--- src/rtl/egb_pkg.sv ---
// egb_pkg: shared types, constants and the microcode rom of the extended gcd unit
// depends on nothing; used by the interfaces, egb_dp and extended_gcd_bezout
`timescale 1ns / 1ps

package egb_pkg;

  localparam int OPND_W = 31;
  localparam int COEF_W = 32;
  localparam int K_W    = 5;   // shift count, holds 0 .. OPND_W-1
  localparam int PC_W   = 3;

  typedef logic [PC_W-1:0] pc_t;

  // program addresses
  localparam pc_t S_IDLE  = 3'd0;
  localparam pc_t S_TEST  = 3'd1;
  localparam pc_t S_ALIGN = 3'd2;
  localparam pc_t S_SUB   = 3'd3;
  localparam pc_t S_SWAP  = 3'd4;
  localparam pc_t S_DONE  = 3'd5;
  localparam pc_t S_LAST  = S_DONE;

  typedef enum logic [2:0] {
    OP_NOP,
    OP_LOAD,
    OP_INIT,
    OP_SHL,
    OP_SUB,
    OP_SWAP,
    OP_PUT
  } op_t;

  typedef enum logic [2:0] {
    C_NONE,
    C_NO_START,
    C_RC_ZERO,
    C_CAN_SHIFT,
    C_K_NONZERO,
    C_REM_NONZERO,
    C_OUT_BUSY
  } cond_t;

  typedef struct packed {
    op_t   op;
    cond_t cond;
    pc_t   tgt;
  } ucode_t;

  typedef struct packed {
    op_t op;
  } dp_ctrl_t;

  typedef struct packed {
    logic rc_zero;
    logic can_shift;
    logic k_nonzero;
    logic rem_nonzero;
  } dp_stat_t;

  // control store: a taken condition jumps to tgt, otherwise the next word
  function automatic ucode_t ucode_rom(input pc_t pc);
    ucode_t w;
    w = '{op: OP_NOP, cond: C_NONE, tgt: S_IDLE};
    unique case (pc)
      S_IDLE:  w = '{op: OP_LOAD, cond: C_NO_START,    tgt: S_IDLE};
      S_TEST:  w = '{op: OP_INIT, cond: C_RC_ZERO,     tgt: S_DONE};
      S_ALIGN: w = '{op: OP_SHL,  cond: C_CAN_SHIFT,   tgt: S_ALIGN};
      S_SUB:   w = '{op: OP_SUB,  cond: C_K_NONZERO,   tgt: S_SUB};
      S_SWAP:  w = '{op: OP_SWAP, cond: C_REM_NONZERO, tgt: S_ALIGN};
      S_DONE:  w = '{op: OP_PUT,  cond: C_OUT_BUSY,    tgt: S_DONE};
      default: w = '{op: OP_NOP,  cond: C_NONE,        tgt: S_IDLE};
    endcase
    return w;
  endfunction

endpackage

--- src/rtl/egb_if.sv ---
// egb_in_if and egb_out_if: valid/ready channels of the extended gcd unit
// depends on egb_pkg for the field widths
`timescale 1ns / 1ps

interface egb_in_if;
  logic                         valid;
  logic                         ready;
  logic [egb_pkg::OPND_W-1:0]   operand_a;
  logic [egb_pkg::OPND_W-1:0]   operand_b;

  modport source (output valid, output operand_a, output operand_b, input ready);
  modport sink   (input valid, input operand_a, input operand_b, output ready);
endinterface

interface egb_out_if;
  logic                              valid;
  logic                              ready;
  logic [egb_pkg::OPND_W-1:0]        divisor;
  logic signed [egb_pkg::COEF_W-1:0] coef_s;
  logic signed [egb_pkg::COEF_W-1:0] coef_t;

  modport source (output valid, output divisor, output coef_s, output coef_t, input ready);
  modport sink   (input valid, input divisor, input coef_s, input coef_t, output ready);
endinterface

--- src/rtl/extended_gcd_bezout.sv ---
// extended_gcd_bezout: top level, microcode sequencer and result register
// depends on egb_pkg, egb_in_if / egb_out_if and egb_dp
`timescale 1ns / 1ps

// gcd with bezout coefficients: divisor = coef_s*operand_a + coef_t*operand_b
//
// in_ch carries one beat of two 31-bit operands, out_ch one beat of the gcd and
// the two 32-bit two's complement coefficients; one result beat per input beat
// a small control store steps a shift-subtract datapath through euclid's
// algorithm; each quotient costs an align pass and a subtract pass
// one pair is worked on at a time: in_ch.ready is high only at the idle step
// the result sits in an output register; the next pair is taken while it
// waits, and the sequencer holds at its final step only if that register is
// still full when the next result is ready
// reset (rst_n low, synchronous) returns the sequencer to idle and empties the
// output register; no clearing pass is needed
// coefficients are computed modulo 2**WIDTH and then fitted to 32 bits

module extended_gcd_bezout #(
  parameter int WIDTH = 32
) (
  input  logic       clk,
  input  logic       rst_n,
  egb_in_if.sink     in_ch,
  egb_out_if.source  out_ch
);

  egb_pkg::pc_t      pc_r, pc_nxt;
  egb_pkg::ucode_t   uw;
  egb_pkg::dp_ctrl_t ctrl;
  egb_pkg::dp_stat_t stat;
  logic              jump;
  logic              out_busy;
  logic              put;

  logic [egb_pkg::OPND_W-1:0] rem_q;
  logic [WIDTH-1:0]           s_q;
  logic [WIDTH-1:0]           t_q;
  logic [WIDTH+egb_pkg::COEF_W-1:0] s_ext, t_ext;

  logic                              out_valid_r, out_valid_nxt;
  logic [egb_pkg::OPND_W-1:0]        divisor_r;
  logic [egb_pkg::COEF_W-1:0]        coef_s_r, coef_t_r;

  // current control word
  assign uw = egb_pkg::ucode_rom(pc_r);

  // output slot is free when empty or being drained this cycle
  assign out_busy = out_valid_r && !out_ch.ready;
  assign put      = (uw.op == egb_pkg::OP_PUT) && !out_busy;

  assign in_ch.ready = (uw.op == egb_pkg::OP_LOAD);

  // load only with a beat present
  assign ctrl.op = ((uw.op == egb_pkg::OP_LOAD) && !in_ch.valid) ? egb_pkg::OP_NOP : uw.op;

  // branch condition select
  always_comb begin
    case (uw.cond)
      egb_pkg::C_NO_START:    jump = !in_ch.valid;
      egb_pkg::C_RC_ZERO:     jump = stat.rc_zero;
      egb_pkg::C_CAN_SHIFT:   jump = stat.can_shift;
      egb_pkg::C_K_NONZERO:   jump = stat.k_nonzero;
      egb_pkg::C_REM_NONZERO: jump = stat.rem_nonzero;
      egb_pkg::C_OUT_BUSY:    jump = out_busy;
      default:                jump = 1'b0;
    endcase
  end

  // step counter: taken branch, else next word, wrapping after the last
  always_comb begin
    if (jump) begin
      pc_nxt = uw.tgt;
    end else if (pc_r == egb_pkg::S_LAST) begin
      pc_nxt = egb_pkg::S_IDLE;
    end else begin
      pc_nxt = pc_r + 1'b1;
    end
  end

  always_ff @(posedge clk) begin
    if (!rst_n) begin
      pc_r <= egb_pkg::S_IDLE;
    end else begin
      pc_r <= pc_nxt;
    end
  end

  egb_dp #(
    .WIDTH (WIDTH)
  ) u_dp (
    .clk    (clk),
    .ctrl   (ctrl),
    .opnd_a (in_ch.operand_a),
    .opnd_b (in_ch.operand_b),
    .stat   (stat),
    .rem_q  (rem_q),
    .s_q    (s_q),
    .t_q    (t_q)
  );

  // fit WIDTH-bit coefficients to the 32-bit result fields
  assign s_ext = {{egb_pkg::COEF_W{1'b0}}, s_q};
  assign t_ext = {{egb_pkg::COEF_W{1'b0}}, t_q};

  // result register: filled by the final step, emptied by an out beat
  always_comb begin
    out_valid_nxt = out_valid_r;
    if (out_valid_r && out_ch.ready) begin
      out_valid_nxt = 1'b0;
    end
    if (put) begin
      out_valid_nxt = 1'b1;
    end
  end

  always_ff @(posedge clk) begin
    if (!rst_n) begin
      out_valid_r <= 1'b0;
    end else begin
      out_valid_r <= out_valid_nxt;
    end
  end

  always_ff @(posedge clk) begin
    if (put) begin
      divisor_r <= rem_q;
      coef_s_r  <= s_ext[egb_pkg::COEF_W-1:0];
      coef_t_r  <= t_ext[egb_pkg::COEF_W-1:0];
    end
  end

  assign out_ch.valid   = out_valid_r;
  assign out_ch.divisor = divisor_r;
  assign out_ch.coef_s  = coef_s_r;
  assign out_ch.coef_t  = coef_t_r;

  // an accepted pair always starts the zero test next
  a_accept_starts: assert property (@(posedge clk) disable iff (!rst_n)
    (in_ch.valid && in_ch.ready) |=> (pc_r == egb_pkg::S_TEST))
    else $error("sequencer did not start after input beat");

  // a result never overwrites one still waiting
  a_no_overwrite: assert property (@(posedge clk) disable iff (!rst_n)
    put |-> (!out_valid_r || out_ch.ready))
    else $error("result register overwritten");

  // after a result is posted the sequencer is back at idle
  a_put_returns: assert property (@(posedge clk) disable iff (!rst_n)
    put |=> (pc_r == egb_pkg::S_IDLE) && out_valid_r)
    else $error("sequencer did not return to idle after result");

  // step counter stays inside the program
  a_pc_range: assert property (@(posedge clk) disable iff (!rst_n)
    pc_r <= egb_pkg::S_LAST)
    else $error("step counter outside program");

endmodule

--- src/rtl/egb_dp.sv ---
// egb_dp: remainder and coefficient registers with shift-subtract division step
// depends on egb_pkg; driven by the sequencer in extended_gcd_bezout
`timescale 1ns / 1ps

module egb_dp #(
  parameter int WIDTH = 32
) (
  input  logic                        clk,
  input  egb_pkg::dp_ctrl_t           ctrl,
  input  logic [egb_pkg::OPND_W-1:0]  opnd_a,
  input  logic [egb_pkg::OPND_W-1:0]  opnd_b,
  output egb_pkg::dp_stat_t           stat,
  output logic [egb_pkg::OPND_W-1:0]  rem_q,
  output logic [WIDTH-1:0]            s_q,
  output logic [WIDTH-1:0]            t_q
);

  localparam logic [WIDTH-1:0] ONE = WIDTH'(1);

  logic [egb_pkg::OPND_W-1:0] rp_r, rp_nxt, rc_r, rc_nxt, rsh_r, rsh_nxt;
  logic [WIDTH-1:0]           sp_r, sp_nxt, sc_r, sc_nxt, tp_r, tp_nxt, tc_r, tc_nxt;
  logic [egb_pkg::K_W-1:0]    k_r, k_nxt;

  logic [egb_pkg::OPND_W:0]   rsh2;
  logic                       can_shift;
  logic                       fits;
  logic [WIDTH-1:0]           ds;
  logic [WIDTH-1:0]           dt;

  // divisor shifted one more place still fits under the remainder
  assign rsh2      = {rsh_r, 1'b0};
  assign can_shift = rsh2 <= {1'b0, rp_r};
  assign fits      = rsh_r <= rp_r;
  // coefficient scaled by the same power of two as the divisor
  assign ds        = sc_r << k_r;
  assign dt        = tc_r << k_r;

  always_comb begin
    rp_nxt  = rp_r;
    rc_nxt  = rc_r;
    rsh_nxt = rsh_r;
    sp_nxt  = sp_r;
    sc_nxt  = sc_r;
    tp_nxt  = tp_r;
    tc_nxt  = tc_r;
    k_nxt   = k_r;
    unique case (ctrl.op)
      egb_pkg::OP_LOAD: begin
        rp_nxt = opnd_a;
        rc_nxt = opnd_b;
        // both zero gives all-zero result
        sp_nxt = ((opnd_a | opnd_b) != '0) ? ONE : '0;
        sc_nxt = '0;
        tp_nxt = '0;
        tc_nxt = ONE;
      end
      egb_pkg::OP_INIT: begin
        rsh_nxt = rc_r;
        k_nxt   = '0;
      end
      egb_pkg::OP_SHL: begin
        if (can_shift) begin
          rsh_nxt = rsh2[egb_pkg::OPND_W-1:0];
          k_nxt   = k_r + 1'b1;
        end
      end
      egb_pkg::OP_SUB: begin
        if (fits) begin
          rp_nxt = rp_r - rsh_r;
          sp_nxt = sp_r - ds;
          tp_nxt = tp_r - dt;
        end
        if (k_r != '0) begin
          rsh_nxt = rsh_r >> 1;
          k_nxt   = k_r - 1'b1;
        end
      end
      egb_pkg::OP_SWAP: begin
        rp_nxt  = rc_r;
        rc_nxt  = rp_r;
        sp_nxt  = sc_r;
        sc_nxt  = sp_r;
        tp_nxt  = tc_r;
        tc_nxt  = tp_r;
        rsh_nxt = rp_r;
        k_nxt   = '0;
      end
      default: begin
      end
    endcase
  end

  always_ff @(posedge clk) begin
    rp_r  <= rp_nxt;
    rc_r  <= rc_nxt;
    rsh_r <= rsh_nxt;
    sp_r  <= sp_nxt;
    sc_r  <= sc_nxt;
    tp_r  <= tp_nxt;
    tc_r  <= tc_nxt;
    k_r   <= k_nxt;
  end

  assign stat.rc_zero     = (rc_r == '0);
  assign stat.can_shift   = can_shift;
  assign stat.k_nonzero   = (k_r != '0);
  assign stat.rem_nonzero = (rp_r != '0);

  assign rem_q = rp_r;
  assign s_q   = sp_r;
  assign t_q   = tp_r;

endmodule

--- src/flat_wrapper.sv ---
// flat-port wrapper written by rule: the top's interface ports become plain ports
module extended_gcd_bezout_flat 
#(
  parameter int WIDTH = 32
)
  (clk, rst_n, in_ch_valid, in_ch_operand_a, in_ch_operand_b, in_ch_ready, out_ch_valid, out_ch_divisor, out_ch_coef_s, out_ch_coef_t, out_ch_ready);
  egb_in_if in_ch_i ();
  egb_out_if out_ch_i ();
  input  logic clk;
  input  logic rst_n;
  input wire logic [$bits(in_ch_i.valid)-1:0] in_ch_valid;
  input wire logic [$bits(in_ch_i.operand_a)-1:0] in_ch_operand_a;
  input wire logic [$bits(in_ch_i.operand_b)-1:0] in_ch_operand_b;
  output wire logic [$bits(in_ch_i.ready)-1:0] in_ch_ready;
  output wire logic [$bits(out_ch_i.valid)-1:0] out_ch_valid;
  output wire logic [$bits(out_ch_i.divisor)-1:0] out_ch_divisor;
  output wire logic [$bits(out_ch_i.coef_s)-1:0] out_ch_coef_s;
  output wire logic [$bits(out_ch_i.coef_t)-1:0] out_ch_coef_t;
  input wire logic [$bits(out_ch_i.ready)-1:0] out_ch_ready;
  assign in_ch_i.valid = in_ch_valid;
  assign in_ch_i.operand_a = in_ch_operand_a;
  assign in_ch_i.operand_b = in_ch_operand_b;
  assign in_ch_ready = in_ch_i.ready;
  assign out_ch_valid = out_ch_i.valid;
  assign out_ch_divisor = out_ch_i.divisor;
  assign out_ch_coef_s = out_ch_i.coef_s;
  assign out_ch_coef_t = out_ch_i.coef_t;
  assign out_ch_i.ready = out_ch_ready;
  extended_gcd_bezout #(.WIDTH(WIDTH)) u_core (.clk(clk), .rst_n(rst_n), .in_ch(in_ch_i), .out_ch(out_ch_i));
endmodule
--- config.mk ---
export PLATFORM = sky130hd
export DESIGN_NAME = extended_gcd_bezout_flat
export DESIGN_NICKNAME = d
export VERILOG_FILES = /design/src/rtl/egb_pkg.sv /design/src/rtl/egb_if.sv /design/src/rtl/extended_gcd_bezout.sv /design/src/rtl/egb_dp.sv /design/src/flat_wrapper.sv
export SDC_FILE = /design/constraint.sdc
export NUM_CORES = 1
export LEC_CHECK = 0
export BUFFER_PORTS_ARGS = -buffer_cell sky130_fd_sc_hd__buf_2
export CORE_MARGIN = 1.5
export CORE_UTILIZATION = 45
export DETAILED_ROUTE_END_ITERATION = 8
export PLACE_DENSITY_LB_ADDON = 0.05
export SLEW_MARGIN = 20
export SYNTH_ARGS = -nofsm -noshare
export SYNTH_HDL_FRONTEND = slang
export SYNTH_SLANG_ARGS = --single-unit
export TNS_END_PERCENT = 20
--- constraint.sdc ---
create_clock -name clk -period 9.3 [get_ports clk]
set_input_delay 2.325 -clock clk [delete_from_list [all_inputs] [get_ports clk]]
set_output_delay 2.325 -clock clk [all_outputs]
set_load 0.005 [all_outputs]
==> results.cfg, run 1 <==
[final_layout]
drive_gt1_share_pct = 13.9
finalNetCount = 2437
nFillCells = 4257
diodes = 0
final_common_cell = edfxtp_1
area_growth_pct = 12.1
final_cell_mix = edfxtp_1, nand2_1, o21ai_0

[yosys]
syn_nets = 2320
avgSynthCellArea_um2 = 10.1
synthCells = 2111
synth_top_area_share_pct = 45.0
ys_seq_elements = 325
syn-cell-area_um2 = 21400
yosysUniqueCellTypes = 67
synth_seq_area_share_pct = 45.4
ys_warn_count = 0
yosysTopAreaCell = edfxtp_1
synth.area.top_cells = edfxtp_1, ha_1, nand2_1
synth_async_sr_flop_share_pct = 0
synth_enable_flop_cells = 321
synth_ff_type = edfxtp_1

[timing]
hold_violations = 0
timing.fmax_ghz = 0.203
slew_viol_final = 0
fin_tns_setup_ns = 0
max_slew_margin_pct = 26.0
finClkSkew_ns = 0.0231
rsz0062_at_grt = false
period_share_pct = 52.9
tightest_slew_ns = 1.10
finalCriticalPeriod_ns = 4.92
setup_viol = 0

[critical_path]
reg2reg_slack_ns = 4.38
max_stage_delay_ns = 0.55
crit_path_cell_trace = inv_2 > buf_4 > nand2_1 > o32ai_1 > nand2_1 > ha_1 > a21o_1 > a21o_1 > a21o_1 > a2bb2oi_1 > o31a_1 > o31ai_1 > o31ai_1 > xor2_1 > o21ai_0
critPathLaunchType = register
worst_path_max_delay_cell = buf_4
cp-end-kind = register
crit_type = reg -> reg
path_common_cell = a21o_1
cp.required_ns = 9.55
critPathArrivalTime_ns = 5.17
crit_fanout = 55

[cts]
cts_root_buffer = clkbuf_16
ctsHoldBuffers = 0
htree_levels = 2
clockBufferDepth = 3
worstSkewPairLatency_ns = 0.58
path_clk_slew_ns = 0.06
cts_resized = 0
cts_tree = yes
numCtsBuffers = 38
post-cts-setup-buffer-count = 0
cts_sinks = 325

[global_route]
grt_max_degree = 90
grt_use_total_pct = 27.1
grt_pass1_vias = 17081
gr-total-overflow = 0
grt_pass1_wl_um = 103000
antenna_found_initial = 1

[floorplan]
rows = 79
start_util_pct = 45.8
io_pins = 163
die_h_um = 221
die_w_um = 221
die_area_um2 = 48900
placeableCoreArea_um2 = 46800

[outcome]
outcome = completed

[drt]
avgRoutedWirePerCell_um = 23.5
final_antenna_net_count = 0
drc = 0
vias_per_cell = 6.09
drt_iter0_drc = 1444
dr.pass1.iters = 8
drt_wl_total_um = 67400
via_count = 17440

[worst_hold_path]
min_path_type = reg -> reg

[placed_design]
gp_congestion = 0.887
io_buffers = 162
hpwl_um = 47100

[job]
maxCapViolCount = 0
[stage by stage]
step / util (%) / setup WS, ns / cells / hold WS [ns] / instance area, um^2
5_1_grt: 51.4 / 4.01 / 2863 / 0.515 / 24000
3_3_place_gp: 48.8 / 4.48 / 2794 / 0.467 / 22800
2_1_floorplan: - / 2.32 / 2111 / 0.426 / 21400
4_1_cts: 51.3 / 4.45 / 2862 / 0.496 / 24000
6_report: 51.4 / 4.38 / 2863 / 0.494 / 24000
3_5_place_dp: 48.8 / 4.52 / 2794 / 0.481 / 22800
[final timing paths]
path | startpoint | end | cells after the start
worst max-delay path | u_core.u_dp.k_r[2]$_SDFFCE_PP0P_ | u_core.u_dp.t_q[30]$_DFFE_PP_ | 15
worst min-delay path | u_core.u_dp.t_q[23]$_DFFE_PP_ | u_core.out_ch.coef_t[23]$_DFFE_PP_ | 0
worst max register to register | u_core.u_dp.k_r[2]$_SDFFCE_PP0P_ | u_core.u_dp.t_q[30]$_DFFE_PP_ | 15
worst min register to register | u_core.u_dp.t_q[23]$_DFFE_PP_ | u_core.out_ch.coef_t[23]$_DFFE_PP_ | 0
[synth_stat cells (5+ instances only)]
cell type	number
edfxtp_1	321
nand2_1	283
o21ai_0	173
ha_1	139
nor2_1	126
a21oi_1	125
inv_1	98
clkbuf_1	92
and3_1	69
mux2i_1	57
a21o_1	56
xor2_1	48
mux4_2	36
xnor2_1	34
a222oi_1	33
nor4_1	32
a22oi_1	31
nand3_1	30
nor3_1	28
nand2b_1	26
a211oi_1	23
nand4_1	20
nor2b_1	16
mux2_2	15
a31oi_1	13
and2_1	13
buf_1	13
o21bai_1	11
o22ai_1	11
o21a_1	10
o211ai_1	9
a21boi_0	8
or2_2	8
o31ai_1	7
o31a_1	6
or3_1	6
a221o_1	5
a32o_1	5
buf_2	5
[registers in the layout (all words and copies together), names as in the netlist, 32 cells and up]
register,cells
u_core.u_dp.tc_r,32
u_core.u_dp.s_q,32
u_core.u_dp.t_q,32
u_core.out_ch.coef_s,32
u_core.out_ch.coef_t,32
u_core.u_dp.sc_r,32
[cell type report]
cell class,count,area [um^2],area share [%]
flip-flops and latches,325,9720,40.5
repair buffers,187,1020,4.24
clock buffers,49,1010,4.22
well taps,607,759,3.16
multi-input cells,1575,11000,45.6
clock inverters,19,164,0.683
inverters,101,379,1.58
[worst max-delay path, delay by kind of cell, from the launching register on]
family	cells	cell delay, ns
flip-flops	1	0.40
adder cells (fa/ha/maj)	1	0.34
XOR/XNOR	1	0.19
AO/OA/AOI/OAI	9	2.36
buffers and inverters	2	0.61
AND/OR/NAND/NOR	2	0.63
[routing by layer]
layer	up-vias	wire length, um	part of all wire [%]	global-route usage (%)
li1	8202	-	-	-
met1	8561	28700	43	35.3
met2	565	33100	49	46.1
met3	110	3630	5.4	4.55
met4	2	1970	2.9	8.32
met5	-	9	0.013	0
[logic make-up after synthesis]
logic type               synth area share, %
buffers and inverters                   3.73
flip-flops                              45.4
XOR/XNOR                                3.35
adder cells (fa/ha/maj)                 8.49
AND/OR/NAND/NOR                         14.5
multiplexers                            7.24
AO/OA/AOI/OAI                           17.4
Power of run 1 is not shown: default switching activity piles up to over one toggle a cycle in this logic, so the estimate is an artifact.
==> run 2, diff against run 1 <==
==> constraint.sdc (replaced) <==
create_clock -name clk -period 4.1 [get_ports clk]
set_input_delay 1.025 -clock clk [delete_from_list [all_inputs] [get_ports clk]]
set_output_delay 1.025 -clock clk [all_outputs]
set_load 0.005 [all_outputs]
==> results.cfg, run 2 (synthesis results as in run 1) <==
[outcome]
outcome = finished, violations left
failed_checks = negative setup slack

[timing]
setup_viol = 2
timing.fmax_ghz = 0.242
finalCriticalPeriod_ns = 4.13
finClkSkew_ns = 0.0224
fin_ws_ns = -0.0259
hold-worst-slack_ns = 0.492
hold_violations = 0
rsz0062_at_grt = true
period_share_pct = 101
max_slew_margin_pct = 32.9
slew_viol_final = 0
tightest_slew_ns = 1.01

[cts]
cts_sinks = 325
clockBufferDepth = 3
cts_root_buffer = clkbuf_16
path_clk_slew_ns = 0.07
cts_tree = yes
numCtsBuffers = 37
htree_levels = 2
worstSkewPairLatency_ns = 0.57
ctsHoldBuffers = 0

[drt]
drc = 0
vias_per_cell = 6.07
drt_iter0_drc = 1650
drt_wl_total_um = 71500
via_count = 18588
final_antenna_net_count = 0
dr.pass1.iters = 6
avgRoutedWirePerCell_um = 23.4

[critical_path]
cp-end-kind = register
critPathArrivalTime_ns = 4.41
crit_fanout = 5
cp.required_ns = 4.39
critPathLaunchType = register
crit_type = reg -> reg

[floorplan]
placeableCoreArea_um2 = 46800
die_w_um = 221
die_area_um2 = 48900
die_h_um = 221
io_pins = 163
rows = 79
start_util_pct = 45.8

[placed_design]
placed_area_um2 = 24300
io_buffers = 162
hpwl_um = 50900
placed_cells = 2968
gp_congestion = 0.939

[final_layout]
final_common_cell = edfxtp_1
diodes = 0
final_cell_mix = edfxtp_1, nand2_1, buf_4
finalNetCount = 2635
drive_gt1_share_pct = 26.9
finalNonFillerCells = 3060
final_area_um2 = 26700
area_growth_pct = 24.8
post-route-util_pct = 57.2

[global_route]
grt_max_degree = 96
grt_use_total_pct = 28.2
gr-total-overflow = 0
grt_pass1_wl_um = 107000
antenna_found_initial = 1
grt_pass1_vias = 18081

[job]
maxCapViolCount = 0

[worst_hold_path]
min_path_type = reg -> reg
run 2: changes by cell type in the layout (fill, tap and decap cells not counted), moves of 13 or more:
cell | previous run | this run
ha_1 | 139 | 115
a21oi_2 | 0 | 35
buf_4 | 24 | 196
a21oi_1 | 125 | 85
o21ai_1 | 3 | 16
ha_4 | 0 | 20
mux2i_2 | 0 | 13
mux2i_1 | 57 | 36
o21ai_0 | 173 | 150
run 2: layout make-up:
class / instances / area, um^2
Clock buffer: 47 / 985
Clock inverter: 19 / 249
Fill cell: 4111 / 20000
Inverter: 101 / 382
Multi-Input combinational cell: 1575 / 11900
Sequential cell: 325 / 9720
Tap cell: 607 / 759
Timing Repair Buffer: 386 / 2760
run 2: repair_timing:
action	CTS	global route
endpoints found under the hold margin	0	0
pin swaps	7	71
setup endpoints to repair	17	107
gates resized for setup	39	176
gates cloned	1	4
buffers inserted	4	17
run 2: worst paths after layout:
kind / start / end / slack [ns] / cells after the start
hold / removal: u_core.u_dp.s_q[6]$_DFFE_PP_ / u_core.out_ch.coef_s[6]$_DFFE_PP_ / 0.49 / 0
hold reg to reg: u_core.u_dp.s_q[6]$_DFFE_PP_ / u_core.out_ch.coef_s[6]$_DFFE_PP_ / 0.49 / 0
setup / recovery: u_core.u_dp.k_r[0]$_SDFFCE_PP0P_ / u_core.u_dp.s_q[29]$_DFFE_PP_ / -0.03 / 19
setup reg to reg: u_core.u_dp.k_r[0]$_SDFFCE_PP0P_ / u_core.u_dp.s_q[29]$_DFFE_PP_ / -0.03 / 19
run 2: layer usage:
layer,part of all wire (%),track usage [%],up-vias,routed length (um)
met5,0.022,0,-,16
li1,-,-,8600,-
met2,49,47.9,653,34900
met4,3.5,10.5,2,2480
met1,42,37.2,9210,30300
met3,5.4,3.15,123,3840
run 2: critical path: stages, from the launching register on:
cell and delay, ns:
edfxtp_1 0.44, buf_6 0.18, buf_16 0.14, mux2i_4 0.19
buf_6 0.13, mux4_2 0.52, nand2_2 0.12, nand3_4 0.10
ha_4 0.32, buf_6 0.09, nand4_1 0.15, nor2_2 0.20
nand4_1 0.14, a21oi_2 0.18, o2111ai_2 0.20, a31o_4 0.30
a21oi_2 0.15, a21oi_2 0.07, xor2_1 0.16, o21ai_1 0.08
run 2: stage by stage:
stage                     TNS [ns]  setup slack, ns
final                      -0.0382          -0.0259
after global routing         -1.43           -0.165
after CTS                  -0.0178          -0.0178
after detailed placement     -1.09           -0.259
after global placement      -0.732           -0.186
after floorplan             -46.24           -0.449
Power of run 2 is left out for the same reason.
==> run 3, diff against run 2 <==
--- a/config.mk
+++ b/config.mk
@@ -10,7 +10,6 @@
 export CORE_UTILIZATION = 45
 export DETAILED_ROUTE_END_ITERATION = 8
 export PLACE_DENSITY_LB_ADDON = 0.05
-export SLEW_MARGIN = 20
 export SYNTH_ARGS = -nofsm -noshare
 export SYNTH_HDL_FRONTEND = slang
 export SYNTH_SLANG_ARGS = --single-unit
==> constraint.sdc (replaced) <==
create_clock -name clk -period 4.6 [get_ports clk]
set_input_delay 0.69 -clock clk [delete_from_list [all_inputs] [get_ports clk]]
set_output_delay 0.69 -clock clk [all_outputs]
set_load 0.005 [all_outputs]
==> results.cfg, run 3 (synthesis results as in run 1) <==
[drt]
drc = 0
drt_wl_total_um = 69100
final_antenna_net_count = 0
dr.pass1.iters = 6
avgRoutedWirePerCell_um = 23.8
drt_iter0_drc = 1659
vias_per_cell = 6.14
via_count = 17840

[floorplan]
die_area_um2 = 48900
die_w_um = 221
die_h_um = 221
start_util_pct = 45.8
rows = 79
placeableCoreArea_um2 = 46800
io_pins = 163

[cts]
cts_tree = yes
clockBufferDepth = 3
ctsHoldBuffers = 0
cts_sinks = 325
cts_root_buffer = clkbuf_16
htree_levels = 2
numCtsBuffers = 38
path_clk_slew_ns = 0.06
worstSkewPairLatency_ns = 0.59

[final_layout]
final_cell_mix = edfxtp_1, nand2_1, o21ai_0
final_common_cell = edfxtp_1
finalNonFillerCells = 2906
post-route-util_pct = 52.8
area_growth_pct = 15.2
drive_gt1_share_pct = 16.7
final_area_um2 = 24700
diodes = 0
finalNetCount = 2480

[timing]
slew_viol_final = 0
max_slew_margin_pct = 27.2
finalCriticalPeriod_ns = 4.38
tightest_slew_ns = 1.08
hold_violations = 0
timing.fmax_ghz = 0.228
setup_viol = 0
fin_ws_ns = 0.218
period_share_pct = 95.3
finClkSkew_ns = 0.0345

[critical_path]
crit_fanout = 10
r2r_start = u_core.u_dp.k_r[0]$_SDFFCE_PP0P_
crit_type = reg -> reg
cp.required_ns = 4.88
cp-end-kind = register
critPathLaunchType = register
reg2reg_slack_ns = 0.22
r2r_end = u_core.u_dp.s_q[28]$_DFFE_PP_
reg2reg_depth = 19
critPathArrivalTime_ns = 4.67

[global_route]
grt.busiest_layer = met2
antenna_found_initial = 3
grt_use_total_pct = 27.6
grt_pass1_vias = 17576
grtUsageMet1_pct = 36.5
gr-total-overflow = 0
grt_max_degree = 96
grtUsageMet3_pct = 3.85
grt_util_met2_pct = 46.5
grt_pass1_wl_um = 105000

[job]
maxCapViolCount = 0

[placed_design]
dp_slack_ns = 0.119
placed_area_um2 = 23200
io_buffers = 162
placed_cells = 2832
gp_congestion = 0.933
hpwl_um = 48100

[worst_hold_path]
hold_depth = 3
worstHoldEndpoint = u_core.u_dp.rc_r[9]$_DFFE_PP_
min_path_type = in -> reg
min_from = in_ch_operand_b[9]

[outcome]
outcome = completed
## run 3: changes by cell type in the layout (fill, tap and decap cells not counted), sizes merged
| cell | delta |
|---|---|
| clkinvlp | +6 |
| clkbuf | -2 |
| inv | +1 |
| clkinv | -2 |
| buf | -157 |
## run 3: worst max-delay path by stage
stage | startpoint | cells past startpoint | end | slack, ns
2_1_floorplan | u_core.pc_r[0]$_SDFF_PN0_ | 8 | u_core.u_dp.rem_q[0]$_DFFE_PP_ | 0.03
3_3_place_gp | u_core.u_dp.k_r[0]$_SDFFCE_PP0P_ | 19 | u_core.u_dp.s_q[28]$_DFFE_PP_ | 0.12
3_5_place_dp | u_core.u_dp.k_r[0]$_SDFFCE_PP0P_ | 19 | u_core.u_dp.s_q[28]$_DFFE_PP_ | 0.12
4_1_cts | u_core.u_dp.k_r[0]$_SDFFCE_PP0P_ | 19 | u_core.u_dp.s_q[28]$_DFFE_PP_ | 0.07
5_1_grt | u_core.u_dp.k_r[0]$_SDFFCE_PP0P_ | 20 | u_core.u_dp.t_q[21]$_DFFE_PP_ | -0.002
6_report | u_core.u_dp.k_r[0]$_SDFFCE_PP0P_ | 19 | u_core.u_dp.s_q[28]$_DFFE_PP_ | 0.22
## run 3: timing repair
| item | 4_1_cts | 5_1_grt |
|---|---|---|
| gates resized for setup | 0 | 33 |
| endpoints found under the setup margin | 0 | 10 |
| buffers inserted | 0 | 2 |
## run 3: layout make-up
type / count / area [um^2]
sequential: 325 / 9720
clock buffer: 44 / 973
timing repair buffer: 230 / 1510
clock inverter: 24 / 295
multi-input combinational: 1575 / 11100
fill: 4235 / 22100
inverter: 101 / 382
tap: 607 / 759
## run 3: critical path, cell delays in order, from the launching register on
cell and delay, ns:
edfxtp_1 0.48, buf_12 0.19, clkbuf_16 0.17, mux2i_1 0.16, nand2_1 0.09, nand2_1 0.08
o21ai_0 0.35, mux2i_1 0.19, nand2b_1 0.21, ha_1 0.37, a21o_1 0.23, nor3_2 0.21
a21boi_1 0.15, o31ai_1 0.27, buf_4 0.16, a21o_1 0.17, nand3b_1 0.10, a41oi_1 0.25
xor2_1 0.16, o21ai_0 0.09
## run 3: through the flow
| stage | TNS (ns) | hold slack [ns] |
|---|---|---|
| final | 0 | 0.400 |
| after global routing | -0.00172 | 0.403 |
| after CTS | 0 | 0.377 |
| after detailed placement | 0 | 0.478 |
| after global placement | 0 | 0.474 |
| after floorplan | 0 | 0.426 |
## run 3: per-layer routing
metal / share of wire (%) / up-vias
met5: 0.056 / -
met4: 3.3 / 6
met3: 5.7 / 135
met2: 48 / 635
met1: 43 / 8781
li1: - / 8283
Power of run 3 is left out for the same reason.
